===== src/hw/rtl/eeg_pkg.sv =====
// ----------------------------------------------------------------------------
// eeg_pkg: shared types and constants for the extended Euclid GCD unit
// Widths, controller commands and the status bundle used by controller and
// datapath.
// ----------------------------------------------------------------------------
package eeg_pkg;

    localparam int WIDTH   = 32;
    localparam int CWIDTH  = WIDTH + 1;
    localparam int CNT_W   = $clog2(WIDTH + 1);

    typedef logic [WIDTH-1:0]         t_data;
    typedef logic signed [CWIDTH-1:0] t_coef;

    // Commands from controller to datapath.
    typedef struct packed {
        logic load;      // capture operands and set up initial rows
        logic div_start; // begin a serial division rp / rc
        logic div_step;  // one restoring division step
        logic upd_x;     // multiply-subtract for the big-operand row
        logic upd_y;     // multiply-subtract for the small-operand row and shift rows
    } t_cmd;

    // Status from datapath to controller.
    typedef struct packed {
        logic small_zero; // smaller operand is zero
        logic div_done;   // all quotient bits produced
        logic rem_zero;   // remainder of last division is zero
    } t_status;

endpackage


===== src/hw/rtl/eeg_if.sv =====
// ----------------------------------------------------------------------------
// eeg_in_if / eeg_out_if: valid-ready channels of the GCD unit
// Operand and result transactions with source and sink modports.
// ----------------------------------------------------------------------------
interface eeg_in_if;
    logic           valid;
    logic           ready;
    eeg_pkg::t_data operand_a;
    eeg_pkg::t_data operand_b;
    modport source (output valid, output operand_a, output operand_b, input ready);
    modport sink   (input valid, input operand_a, input operand_b, output ready);
endinterface

interface eeg_out_if;
    logic           valid;
    logic           ready;
    eeg_pkg::t_data divisor;
    eeg_pkg::t_coef coef_a;
    eeg_pkg::t_coef coef_b;
    modport source (output valid, output divisor, output coef_a, output coef_b,
                    input ready);
    modport sink   (input valid, input divisor, input coef_a, input coef_b,
                    output ready);
endinterface


===== src/hw/rtl/extended_euclid_gcd_unit.sv =====
// ----------------------------------------------------------------------------
// extended_euclid_gcd_unit: greatest common divisor with Bezout coefficients
// Returns gcd(a, b) and coefficients with a*coef_a + b*coef_b = gcd.
// ----------------------------------------------------------------------------
// Channel   Direction  Payload
// i_in      sink       operand_a, operand_b (32 bits each, unsigned)
// o_out     source     divisor (32 bits), coef_a, coef_b (33 bits, signed)
//
// Each Euclid iteration runs a check state, a restoring division of one
// quotient bit per cycle plus its finish, and the UPDX and UPDY states in
// which the single shared multiplier updates each coefficient row. The
// result is offered once a division leaves a zero remainder (straight after
// the check state when the smaller operand is zero), and the next operand
// transaction can be accepted in the cycle after the result leaves.
// Reset (synchronous, active low) returns the sequencer to idle; one
// transaction is worked at a time, and the result holds while o_out stalls.
// ----------------------------------------------------------------------------
module extended_euclid_gcd_unit (
    input logic     i_clk,
    input logic     i_rst_n,
    eeg_in_if.sink  i_in,
    eeg_out_if.source o_out
);
    eeg_pkg::t_cmd    cmd;
    eeg_pkg::t_status status;

    // The sequencer issues the datapath commands and watches division status.
    eeg_ctrl u_ctrl (
        .i_clk       (i_clk),
        .i_rst_n     (i_rst_n),
        .i_in_valid  (i_in.valid),
        .o_in_ready  (i_in.ready),
        .o_out_valid (o_out.valid),
        .i_out_ready (o_out.ready),
        .i_status    (status),
        .o_cmd       (cmd)
    );

    // The datapath keeps the rows; its outputs are stable while the result waits.
    eeg_datapath u_dp (
        .i_clk       (i_clk),
        .i_cmd       (cmd),
        .i_operand_a (i_in.operand_a),
        .i_operand_b (i_in.operand_b),
        .o_status    (status),
        .o_divisor   (o_out.divisor),
        .o_coef_a    (o_out.coef_a),
        .o_coef_b    (o_out.coef_b)
    );

    // Input and output are never both offered by the sequencer.
    a_excl: assert property (@(posedge i_clk) disable iff (!i_rst_n)
        !(i_in.ready && o_out.valid)) else $error("ready and valid together");

    // A result held back by the sink keeps its divisor and coef_a.
    a_hold: assert property (@(posedge i_clk) disable iff (!i_rst_n)
        o_out.valid && !o_out.ready |=> $stable(o_out.divisor) &&
        $stable(o_out.coef_a)) else $error("result changed while stalled");

    // Row updates only follow a finished division.
    a_upd: assert property (@(posedge i_clk) disable iff (!i_rst_n)
        cmd.upd_x |-> $past(status.div_done)) else $error("update without division");
endmodule


===== src/hw/rtl/eeg_datapath.sv =====
// ----------------------------------------------------------------------------
// eeg_datapath: remainder and coefficient registers of the GCD unit
// Holds the remainder rows, a restoring divider and one shared multiplier.
// ----------------------------------------------------------------------------
module eeg_datapath (
    input  logic             i_clk,
    input  eeg_pkg::t_cmd    i_cmd,
    input  eeg_pkg::t_data   i_operand_a,
    input  eeg_pkg::t_data   i_operand_b,
    output eeg_pkg::t_status o_status,
    output eeg_pkg::t_data   o_divisor,
    output eeg_pkg::t_coef   o_coef_a,
    output eeg_pkg::t_coef   o_coef_b
);
    localparam int W  = eeg_pkg::WIDTH;
    localparam int CW = eeg_pkg::CWIDTH;
    localparam int NW = eeg_pkg::CNT_W;

    logic [W-1:0]  r_rp, r_rc, r_q, r_rem, r_num;
    logic [CW-1:0] r_xp, r_xc, r_yp, r_yc;
    logic          r_swapped, r_small_zero;
    logic [NW-1:0] r_cnt;

    logic          swapped;
    logic [W:0]    trial;
    logic [W-1:0]  rem_sh;
    logic [CW-1:0] mul_in, mul_lo;
    logic [W+CW-1:0] prod;

    assign swapped = i_operand_a < i_operand_b;
    assign rem_sh  = {r_rem[W-2:0], r_num[W-1]};
    assign trial   = {r_rem[W-1], rem_sh} - {1'b0, r_rc};

    // One multiplier shared by the two row updates; modulo 2^CW suffices.
    assign mul_in = i_cmd.upd_x ? r_xc : r_yc;
    assign prod   = {{(CW-W){1'b0}}, r_q} * mul_in;
    assign mul_lo = prod[CW-1:0];

    always_ff @(posedge i_clk) begin
        if (i_cmd.load) begin
            r_swapped    <= swapped;
            r_rp         <= swapped ? i_operand_b : i_operand_a;
            r_rc         <= swapped ? i_operand_a : i_operand_b;
            r_small_zero <= (swapped ? i_operand_a : i_operand_b) == '0;
            r_xp <= CW'(1); r_xc <= '0;
            r_yp <= '0;     r_yc <= CW'(1);
        end
        if (i_cmd.div_start) begin
            r_num <= r_rp;
            r_rem <= '0;
            r_q   <= '0;
            r_cnt <= '0;
        end else if (i_cmd.div_step) begin
            if (!trial[W]) begin
                r_rem <= trial[W-1:0];
                r_q   <= {r_q[W-2:0], 1'b1};
            end else begin
                r_rem <= rem_sh;
                r_q   <= {r_q[W-2:0], 1'b0};
            end
            r_num <= {r_num[W-2:0], 1'b0};
            r_cnt <= r_cnt + NW'(1);
        end
        if (i_cmd.upd_x) begin
            r_xp <= r_xc;
            r_xc <= r_xp - mul_lo;
        end
        if (i_cmd.upd_y) begin
            r_yp <= r_yc;
            r_yc <= r_yp - mul_lo;
            r_rp <= r_rc;
            r_rc <= r_rem;
        end
    end

    assign o_status.small_zero = r_small_zero;
    assign o_status.div_done   = r_cnt == NW'(W);
    assign o_status.rem_zero   = r_rem == '0;

    // With a zero small operand, rp holds the big one and the rows are initial.
    assign o_divisor = r_small_zero ? r_rp : r_rc;
    assign o_coef_a  = r_small_zero ? (r_swapped ? r_yp : r_xp)
                                    : (r_swapped ? r_yc : r_xc);
    assign o_coef_b  = r_small_zero ? (r_swapped ? r_xp : r_yp)
                                    : (r_swapped ? r_xc : r_yc);
endmodule


===== src/hw/rtl/eeg_ctrl.sv =====
// ----------------------------------------------------------------------------
// eeg_ctrl: sequencer of the GCD unit
// Steps through load, division, row updates and result delivery.
// ----------------------------------------------------------------------------
module eeg_ctrl (
    input  logic             i_clk,
    input  logic             i_rst_n,
    input  logic             i_in_valid,
    output logic             o_in_ready,
    output logic             o_out_valid,
    input  logic             i_out_ready,
    input  eeg_pkg::t_status i_status,
    output eeg_pkg::t_cmd    o_cmd
);
    localparam logic [2:0] S_IDLE  = 3'd0;
    localparam logic [2:0] S_CHECK = 3'd1;
    localparam logic [2:0] S_DIV   = 3'd2;
    localparam logic [2:0] S_UPDX  = 3'd3;
    localparam logic [2:0] S_UPDY  = 3'd4;
    localparam logic [2:0] S_OUT   = 3'd5;

    logic [2:0] r_state, n_state;

    assign o_in_ready  = r_state == S_IDLE;
    assign o_out_valid = r_state == S_OUT;

    always_comb begin
        n_state = r_state;
        o_cmd   = '0;
        unique case (r_state)
            S_IDLE: begin
                if (i_in_valid) begin
                    o_cmd.load = 1'b1;
                    n_state    = S_CHECK;
                end
            end
            S_CHECK: begin
                if (i_status.small_zero) begin
                    n_state = S_OUT;
                end else begin
                    o_cmd.div_start = 1'b1;
                    n_state         = S_DIV;
                end
            end
            S_DIV: begin
                if (!i_status.div_done) begin
                    o_cmd.div_step = 1'b1;
                end else if (i_status.rem_zero) begin
                    n_state = S_OUT;
                end else begin
                    n_state = S_UPDX;
                end
            end
            S_UPDX: begin
                o_cmd.upd_x = 1'b1;
                n_state     = S_UPDY;
            end
            S_UPDY: begin
                o_cmd.upd_y = 1'b1;
                n_state     = S_CHECK;
            end
            S_OUT: begin
                if (i_out_ready) n_state = S_IDLE;
            end
            default: n_state = S_IDLE;
        endcase
    end

    always_ff @(posedge i_clk) begin
        if (!i_rst_n) r_state <= S_IDLE;
        else          r_state <= n_state;
    end
endmodule

===== src/flat_wrapper.sv =====
// flat-port wrapper written by rule: the top's interface ports become plain ports
module extended_euclid_gcd_unit_flat 
  (i_clk, i_rst_n, i_in_valid, i_in_operand_a, i_in_operand_b, i_in_ready, o_out_valid, o_out_divisor, o_out_coef_a, o_out_coef_b, o_out_ready);
  eeg_in_if i_in_i ();
  eeg_out_if o_out_i ();
  input logic i_clk;
  input logic i_rst_n;
  input wire logic [$bits(i_in_i.valid)-1:0] i_in_valid;
  input wire logic [$bits(i_in_i.operand_a)-1:0] i_in_operand_a;
  input wire logic [$bits(i_in_i.operand_b)-1:0] i_in_operand_b;
  output wire logic [$bits(i_in_i.ready)-1:0] i_in_ready;
  output wire logic [$bits(o_out_i.valid)-1:0] o_out_valid;
  output wire logic [$bits(o_out_i.divisor)-1:0] o_out_divisor;
  output wire logic [$bits(o_out_i.coef_a)-1:0] o_out_coef_a;
  output wire logic [$bits(o_out_i.coef_b)-1:0] o_out_coef_b;
  input wire logic [$bits(o_out_i.ready)-1:0] o_out_ready;
  assign i_in_i.valid = i_in_valid;
  assign i_in_i.operand_a = i_in_operand_a;
  assign i_in_i.operand_b = i_in_operand_b;
  assign i_in_ready = i_in_i.ready;
  assign o_out_valid = o_out_i.valid;
  assign o_out_divisor = o_out_i.divisor;
  assign o_out_coef_a = o_out_i.coef_a;
  assign o_out_coef_b = o_out_i.coef_b;
  assign o_out_i.ready = o_out_ready;
  extended_euclid_gcd_unit u_core (.i_clk(i_clk), .i_rst_n(i_rst_n), .i_in(i_in_i), .o_out(o_out_i));
endmodule

===== config.mk =====
export PLATFORM = sky130hd
export DESIGN_NAME = extended_euclid_gcd_unit_flat
export DESIGN_NICKNAME = d
export VERILOG_FILES = /design/src/hw/rtl/eeg_pkg.sv /design/src/hw/rtl/eeg_if.sv /design/src/hw/rtl/extended_euclid_gcd_unit.sv /design/src/hw/rtl/eeg_datapath.sv /design/src/hw/rtl/eeg_ctrl.sv /design/src/flat_wrapper.sv
export SDC_FILE = /design/constraint.sdc
export NUM_CORES = 2
export LEC_CHECK = 0
export ABC_CLOCK_PERIOD_IN_PS = 13100
export BUFFER_PORTS_ARGS = -buffer_cell sky130_fd_sc_hd__buf_2
export CORE_ASPECT_RATIO = 0.5
export CORE_MARGIN = 2
export CORE_UTILIZATION = 35
export CTS_BUF_LIST = sky130_fd_sc_hd__clkbuf_4 sky130_fd_sc_hd__clkbuf_8 sky130_fd_sc_hd__clkbuf_16
export DETAILED_ROUTE_END_ITERATION = 16
export PLACE_DENSITY = 0.51
export SYNTH_ARGS = -nofsm -noshare
export SYNTH_HDL_FRONTEND = slang
export SYNTH_SLANG_ARGS = --single-unit

===== constraint.sdc =====
create_clock -name i_clk -period 13.1 [get_ports i_clk]
set_input_delay 1.965 -clock i_clk [delete_from_list [all_inputs] [get_ports i_clk]]
set_output_delay 1.965 -clock i_clk [all_outputs]
set_load 0.02 [all_outputs]

# == Word level (Yosys, flattened, before mapping) ==
# Index checks and enable logic that the tools add are counted.
# word_totals
wordCells,73
register_bits,303
# op_classes
addsub,4
reduce_logical,7
muxes,38
order_cmp,1
eq_ne,9
mul,1
# ops
op,n
$mux W33,13
$mux W32,10
$sub A33 B33 Y33,2
$logic_not A32 Y1,2
$mul A32 B33 Y33,1
$sub A33 B32 Y33,1
$lt A32 B32 Y1,1
$pmux W3 S6,1
$mux W3,5
$mux W1,9
$add A6 B1 Y6 const B,1
$eq A3 B2 Y1 const B,2
$eq A3 B3 Y1 const B,2
$eq A6 B6 Y1 const B,1
$reduce_bool A2 Y1,3
$ne A2 B2 Y1 const B,2
$eq A3 B1 Y1 const B,1
$logic_not A3 Y1,1
$reduce_and A3 Y1,1
$ne A2 B1 Y1 const B,1

# == Longest topological paths before layout ==
# logic_depth
word_depth,6
mapped_depth,44

# == Hierarchy ==
# Synthesis repeated with hierarchy kept, for this count alone.
# unflattened
cells_unflattened,3883
area_unflattened_um2,37347.1
# modules_own_cells
mod,seq_area_each_um2,area_each_um2,cells_per_inst,instances
eeg_datapath,8308.0,37111.8,3852,1
eeg_ctrl,60.1,235.2,31,1

# == Least setup slack after synthesis ==
# No wires, ideal clock.
# synth_path
path_type,register to register
start,register u_core.u_ctrl.r_state[2]
end,register u_core.u_dp.r_yc[31] (data pin)
required_time_ns,12.841
setup_slack_ns,3.178
period_less_slack_ns,9.922
t_arrival_ns,9.663
n_path_buf,4
setup_time_ns,0.259
stages_incl_launch_ff,44
cell_sequence,dfxtp_1 > inv_1 > nand3_1 > clkbuf_1 > a21o_1 > clkbuf_1 > clkbuf_1 > nand2_1 > fa_1 > inv_1 > fa_1 > fa_1 > inv_1 > fa_1 > inv_1 > ha_1 > ha_1 > fa_1 > [8 not listed] > o21ai_0 > nand2b_1 > xnor2_1 > ha_1 > nand2_1 > o21ai_0 > a2111oi_0 > o211a_1 > o31ai_1 > maj3_2 > maj3_2 > maj3_2 > o221ai_2 > maj3_1 > a21oi_1 > o211a_1 > nor2_1 > mux2i_1
# synth_between
elab_chain_cells,6
# synth_rtl
item,line,rtl
from (decl),eeg_ctrl.sv:22,"logic [2:0] r_state, n_state;"
from (signal assigned),eeg_ctrl.sv:71,else r_state <= n_state;
$eq A3 B2 Y1,eeg_ctrl.sv:30,unique case (r_state)
$mux W1,eeg_ctrl.sv:30,
$mux W33,eeg_datapath.sv:35,assign mul_in = i_cmd.upd_x ? r_xc : r_yc;
$mul A32 B33 Y33,eeg_datapath.sv:36,"assign prod = {{(CW-W){1'b0}}, r_q} * mul_in;"
$sub A33 B33 Y33,eeg_datapath.sv:70,r_yc <= r_yp - mul_lo;
$mux W33 *,eeg_datapath.sv:68,if (i_cmd.upd_y) begin
to (signal assigned),eeg_datapath.sv:70,
to (decl),eeg_datapath.sv:20,"logic [CW-1:0] r_xp, r_xc, r_yp, r_yc;"
# Every way passes the cells marked *; elsewhere a longest branch is shown, timed or not.
# A chain may end at the register's enable or synchronous reset.

# == Worst setup path after layout ==
# layout_path
start,register u_core.u_ctrl.r_state[0]
end,register u_core.u_dp.r_xc[31] (data pin)
# layout_between
elab_chain_cells,6
# layout_rtl
item,line,rtl
$eq A3 B2 Y1 *,eeg_ctrl.sv:30,
$mux W1 *,eeg_ctrl.sv:30,
$mux W33,eeg_datapath.sv:35,
$mul A32 B33 Y33,eeg_datapath.sv:36,
$sub A33 B33 Y33,eeg_datapath.sv:66,r_xc <= r_xp - mul_lo;
$mux W33 *,eeg_datapath.sv:64,if (i_cmd.upd_x) begin
to (signal assigned),eeg_datapath.sv:66,
to (decl),eeg_datapath.sv:20,
# Marks and branches as above.

==> metrics.txt <==
share of layout cells above drive strength 1=9.716%; library cells used by synthesis=91; core area=0.1076 mm²; Slew Limit Headroom=21.47%; CTS tree=built; Place WS=1.300 ns; worst vdd ir=0.1461 mV; vias=30.07k; grt met2 use=36.28%; WL/cell=21.63 µm; grt peak-use layer=met2; Post-Synthesis Net Count=4919; CP Data Arrival Time=12.14 ns; Mapped Avg Cell Area=9.094 µm²; Clock Pin Slew Worst Setup and Hold Paths=0.07 ns; xor-xnor portion of the synthesized cell area=4.078%; clk sinks=303; die width=469.9 µm; CTS Buf Count=37; Primary FF master, synth=edfxtp_1; Post-DP HPWL=91820 µm; Worst Hold Endpoint=u_core.u_dp.r_q[9]; maximum clock path buffer count=3; setup tns final=0 ns; PnR worst setup slack=1.295 ns; post-synthesis cell area=0.03799 mm²; grt ovf=0; Setup Buffers After CTS=0; Worst Tran Pin Value=1.178 ns; DRT Wirelength=122600 µm; critical path class=reg -> reg; CP max-delay cell=and3b_1; worst reg2reg path endpoint=u_core.u_dp.r_xc[31]; post-synthesis mux area share=4.895%; simple-gate share of the synthesized area=18.54%; htree depth=2; Max stage delay on crit path=0.88 ns; Vias/cell=5.307; Port Buf Inserts=167; Final Critical Period=11.81 ns; Starting Density=35.29%; dpl cells=5597; ys async rst share=0%; synthesis-to-finish area growth=9.111%; worst skew pair latency=0.62 ns; die area=0.1113 mm²; Final Instance Count excl. Fillers=5667; Die Y=237.0 µm; clk_skew=0.04023 ns; HP Start=u_core.u_dp.r_q[9]; initial antenna violation count=5; clock root cell=clkbuf_16; Max Cap Violations=0; RSZ-0062 raised after global routing=false; sequential element share of the synthesized area=22.03%; Slew Limit Fails=0; Hold Crit Depth=2; ANT nets after route=0; routing usage on met3=3.080%; Synth area leader=fa_1; hold crit path type=reg -> reg; Initial DRT Pass Iterations=5; Synth Warn #=0; CTS Hold Buffers Added=0; I/O pin count=168; FF-to-FF path depth=38; Total GRT Usage=22.04%; Worst setup SP type=register; largest family of logic cells by synthesized area=adder cells; number of DRC markers in iteration 0=2474; gpl congestion=0.8937; Compound-Gate Fraction of Synth Area=11.48%; Worst Path Max Fanout=29; largest net degree at the start of global routing=96; FILL cells=10.92k; met1 Track Usage GR=30.48%; adder-cell share of the synthesized area=31.22%; crit end category=register; drt drc=0; Final Net Count=4943; fin util=38.51%; setup slack on the worst flop-to-flop path=1.29 ns; leakage power=18.42 nW; cell mode on critical path=fa_1; status=complete, no violations; Mapped Cells=4177; Fin. Hold Viols=0; Rows=85; Synth area leaders=fa_1, edfxtp_1, ha_1, nand2_1, inv_1; vias in the first global route=30.95k; # setup viols final=0; required time of the critical path=13.44 ns; pwr dens=129.1 mW/mm²; Gates resized, CTS repair=0; highest clock rate=0.08471 GHz; Worst R2R Start=u_core.u_ctrl.r_state[0]; global-route wire length before repair=188800 µm; number of synthesized register bits=303; crit share post-route=90.12%; area share of the largest cell type after synthesis=23.24%; hold slack=0.4651 ns; Post-synth EDFFs=230
==> power by group <==
| part | internal [mW] | switching (mW) | leakage [nW] |
|---|---|---|---|
| registers | 1.44 | 0.237 | 2.82 |
| clock network | 0.638 | 0.497 | 0.626 |
| logic | 0.801 | 1.74 | 15.0 |
==> layout by cell type (no fill, tap or decap), types with 66 or more instances in the layout <==
| cell type | count |
|---|---|
| dfxtp_1 | 73 |
| buf_2 | 167 |
| o21ai_0 | 120 |
| a211oi_1 | 77 |
| and2_1 | 316 |
| a21oi_1 | 149 |
| inv_1 | 544 |
| nor3_1 | 90 |
| mux4_2 | 66 |
| nand2_1 | 573 |
| fa_1 | 441 |
| a21o_1 | 79 |
| xnor2_1 | 125 |
| edfxtp_1 | 230 |
| nor2_1 | 267 |
| ha_1 | 233 |
==> worst max-delay path by stage <==
stage	from	endpoint	slack (ns)	cells after the start
3_3_place_gp	u_core.u_ctrl.r_state[2]	u_core.u_dp.r_yc[31]	1.48	42
5_1_grt	u_core.u_ctrl.r_state[1]	u_core.u_dp.r_yc[31]	0.55	41
6_report	u_core.u_ctrl.r_state[0]	u_core.u_dp.r_xc[31]	1.29	38
4_1_cts	u_core.u_ctrl.r_state[1]	u_core.u_dp.r_yc[31]	1.29	41
2_1_floorplan	u_core.u_ctrl.r_state[2]	u_core.u_dp.r_yc[31]	3.18	43
3_5_place_dp	u_core.u_ctrl.r_state[0]	u_core.u_dp.r_yc[31]	1.30	41
==> worst max-delay path, delay by kind of cell (launching register included) <==
family                     cells  cell delay [ns]
xor gates and xnor gates       1             0.12
and+or+nand+nor               12             2.92
AOI/OAI and AO/OA             12             3.55
buffers and inverters          3             0.16
adders and majority gates     10             4.22
DFF                            1             0.52
==> cells in the mapped netlist (6+ instances only) <==
cell and n:
nand2_1 578, inv_1 545, fa_1 441, and2_1 316
nor2_1 269, ha_1 233, edfxtp_1 230, clkbuf_1 207
a21oi_1 149, xnor2_1 125, o21ai_0 120, nor3_1 92
a21o_1 79, a211oi_1 77, dfxtp_1 73, mux4_2 66
nand3_1 53, xor2_1 50, and3_1 44, o22ai_1 37
mux2i_1 35, a311oi_1 33, nor4_1 28, nor2b_1 27
nand2b_1 25, o21a_1 24, buf_1 17, or3_1 17
nand4_1 15, o211ai_1 12, a31oi_1 11, o21bai_1 9
or2_2 8, a211o_1 7, o211a_1 7, maj3_1 6
==> flip-flops by register name, summed over array words and instances (netlist names) <==
signal and cells:
u_core.u_ctrl.r_state 3, u_core.u_dp.r_cnt 6, u_core.u_dp.r_num 32, u_core.u_dp.r_q 32, u_core.u_dp.r_rc 32, u_core.u_dp.r_rem 32, u_core.u_dp.r_rp 32, u_core.u_dp.r_small_zero 1
u_core.u_dp.r_swapped 1, u_core.u_dp.r_xc 33, u_core.u_dp.r_xp 33, u_core.u_dp.r_yc 33, u_core.u_dp.r_yp 33
==> area by class of cell <==
class	count	area (µm²)	share of cell area [%]
well taps	1435	1795	4.332
clock buffers	46	1017	2.454
repair buffers	218	1219	2.940
diodes	2	5.005	0.01208
clock inverters	22	247.7	0.5977
flip-flops and latches	303	8368	20.19
inverters	546	2049	4.945
multi-input cells	3095	26740	64.53
==> cells by family after synthesis <==
logic type	Yosys count
fa+ha+maj	685
mux	103
buf+inv	779
flops	303
xor+xnor	176
compound gates	642
simple gates	1489
==> stage by stage <==
| step | total power, mW | instance area (µm²) |
|---|---|---|
| after floorplan | 3.279 | 37990 |
| after global routing | 5.636 | 41440 |
| final | 5.351 | 41450 |
| after detailed placement | 4.226 | 40180 |
| after CTS | 5.376 | 41440 |
| after global placement | 4.204 | 40180 |
==> per-layer routing <==
layer	part of all wire (%)	wire, µm
met1	46	55970
met2	47	57060
met5	0.020	25
met3	5.1	6206
met4	2.7	3293
Note: power is estimated with default switching activity, not from simulation.
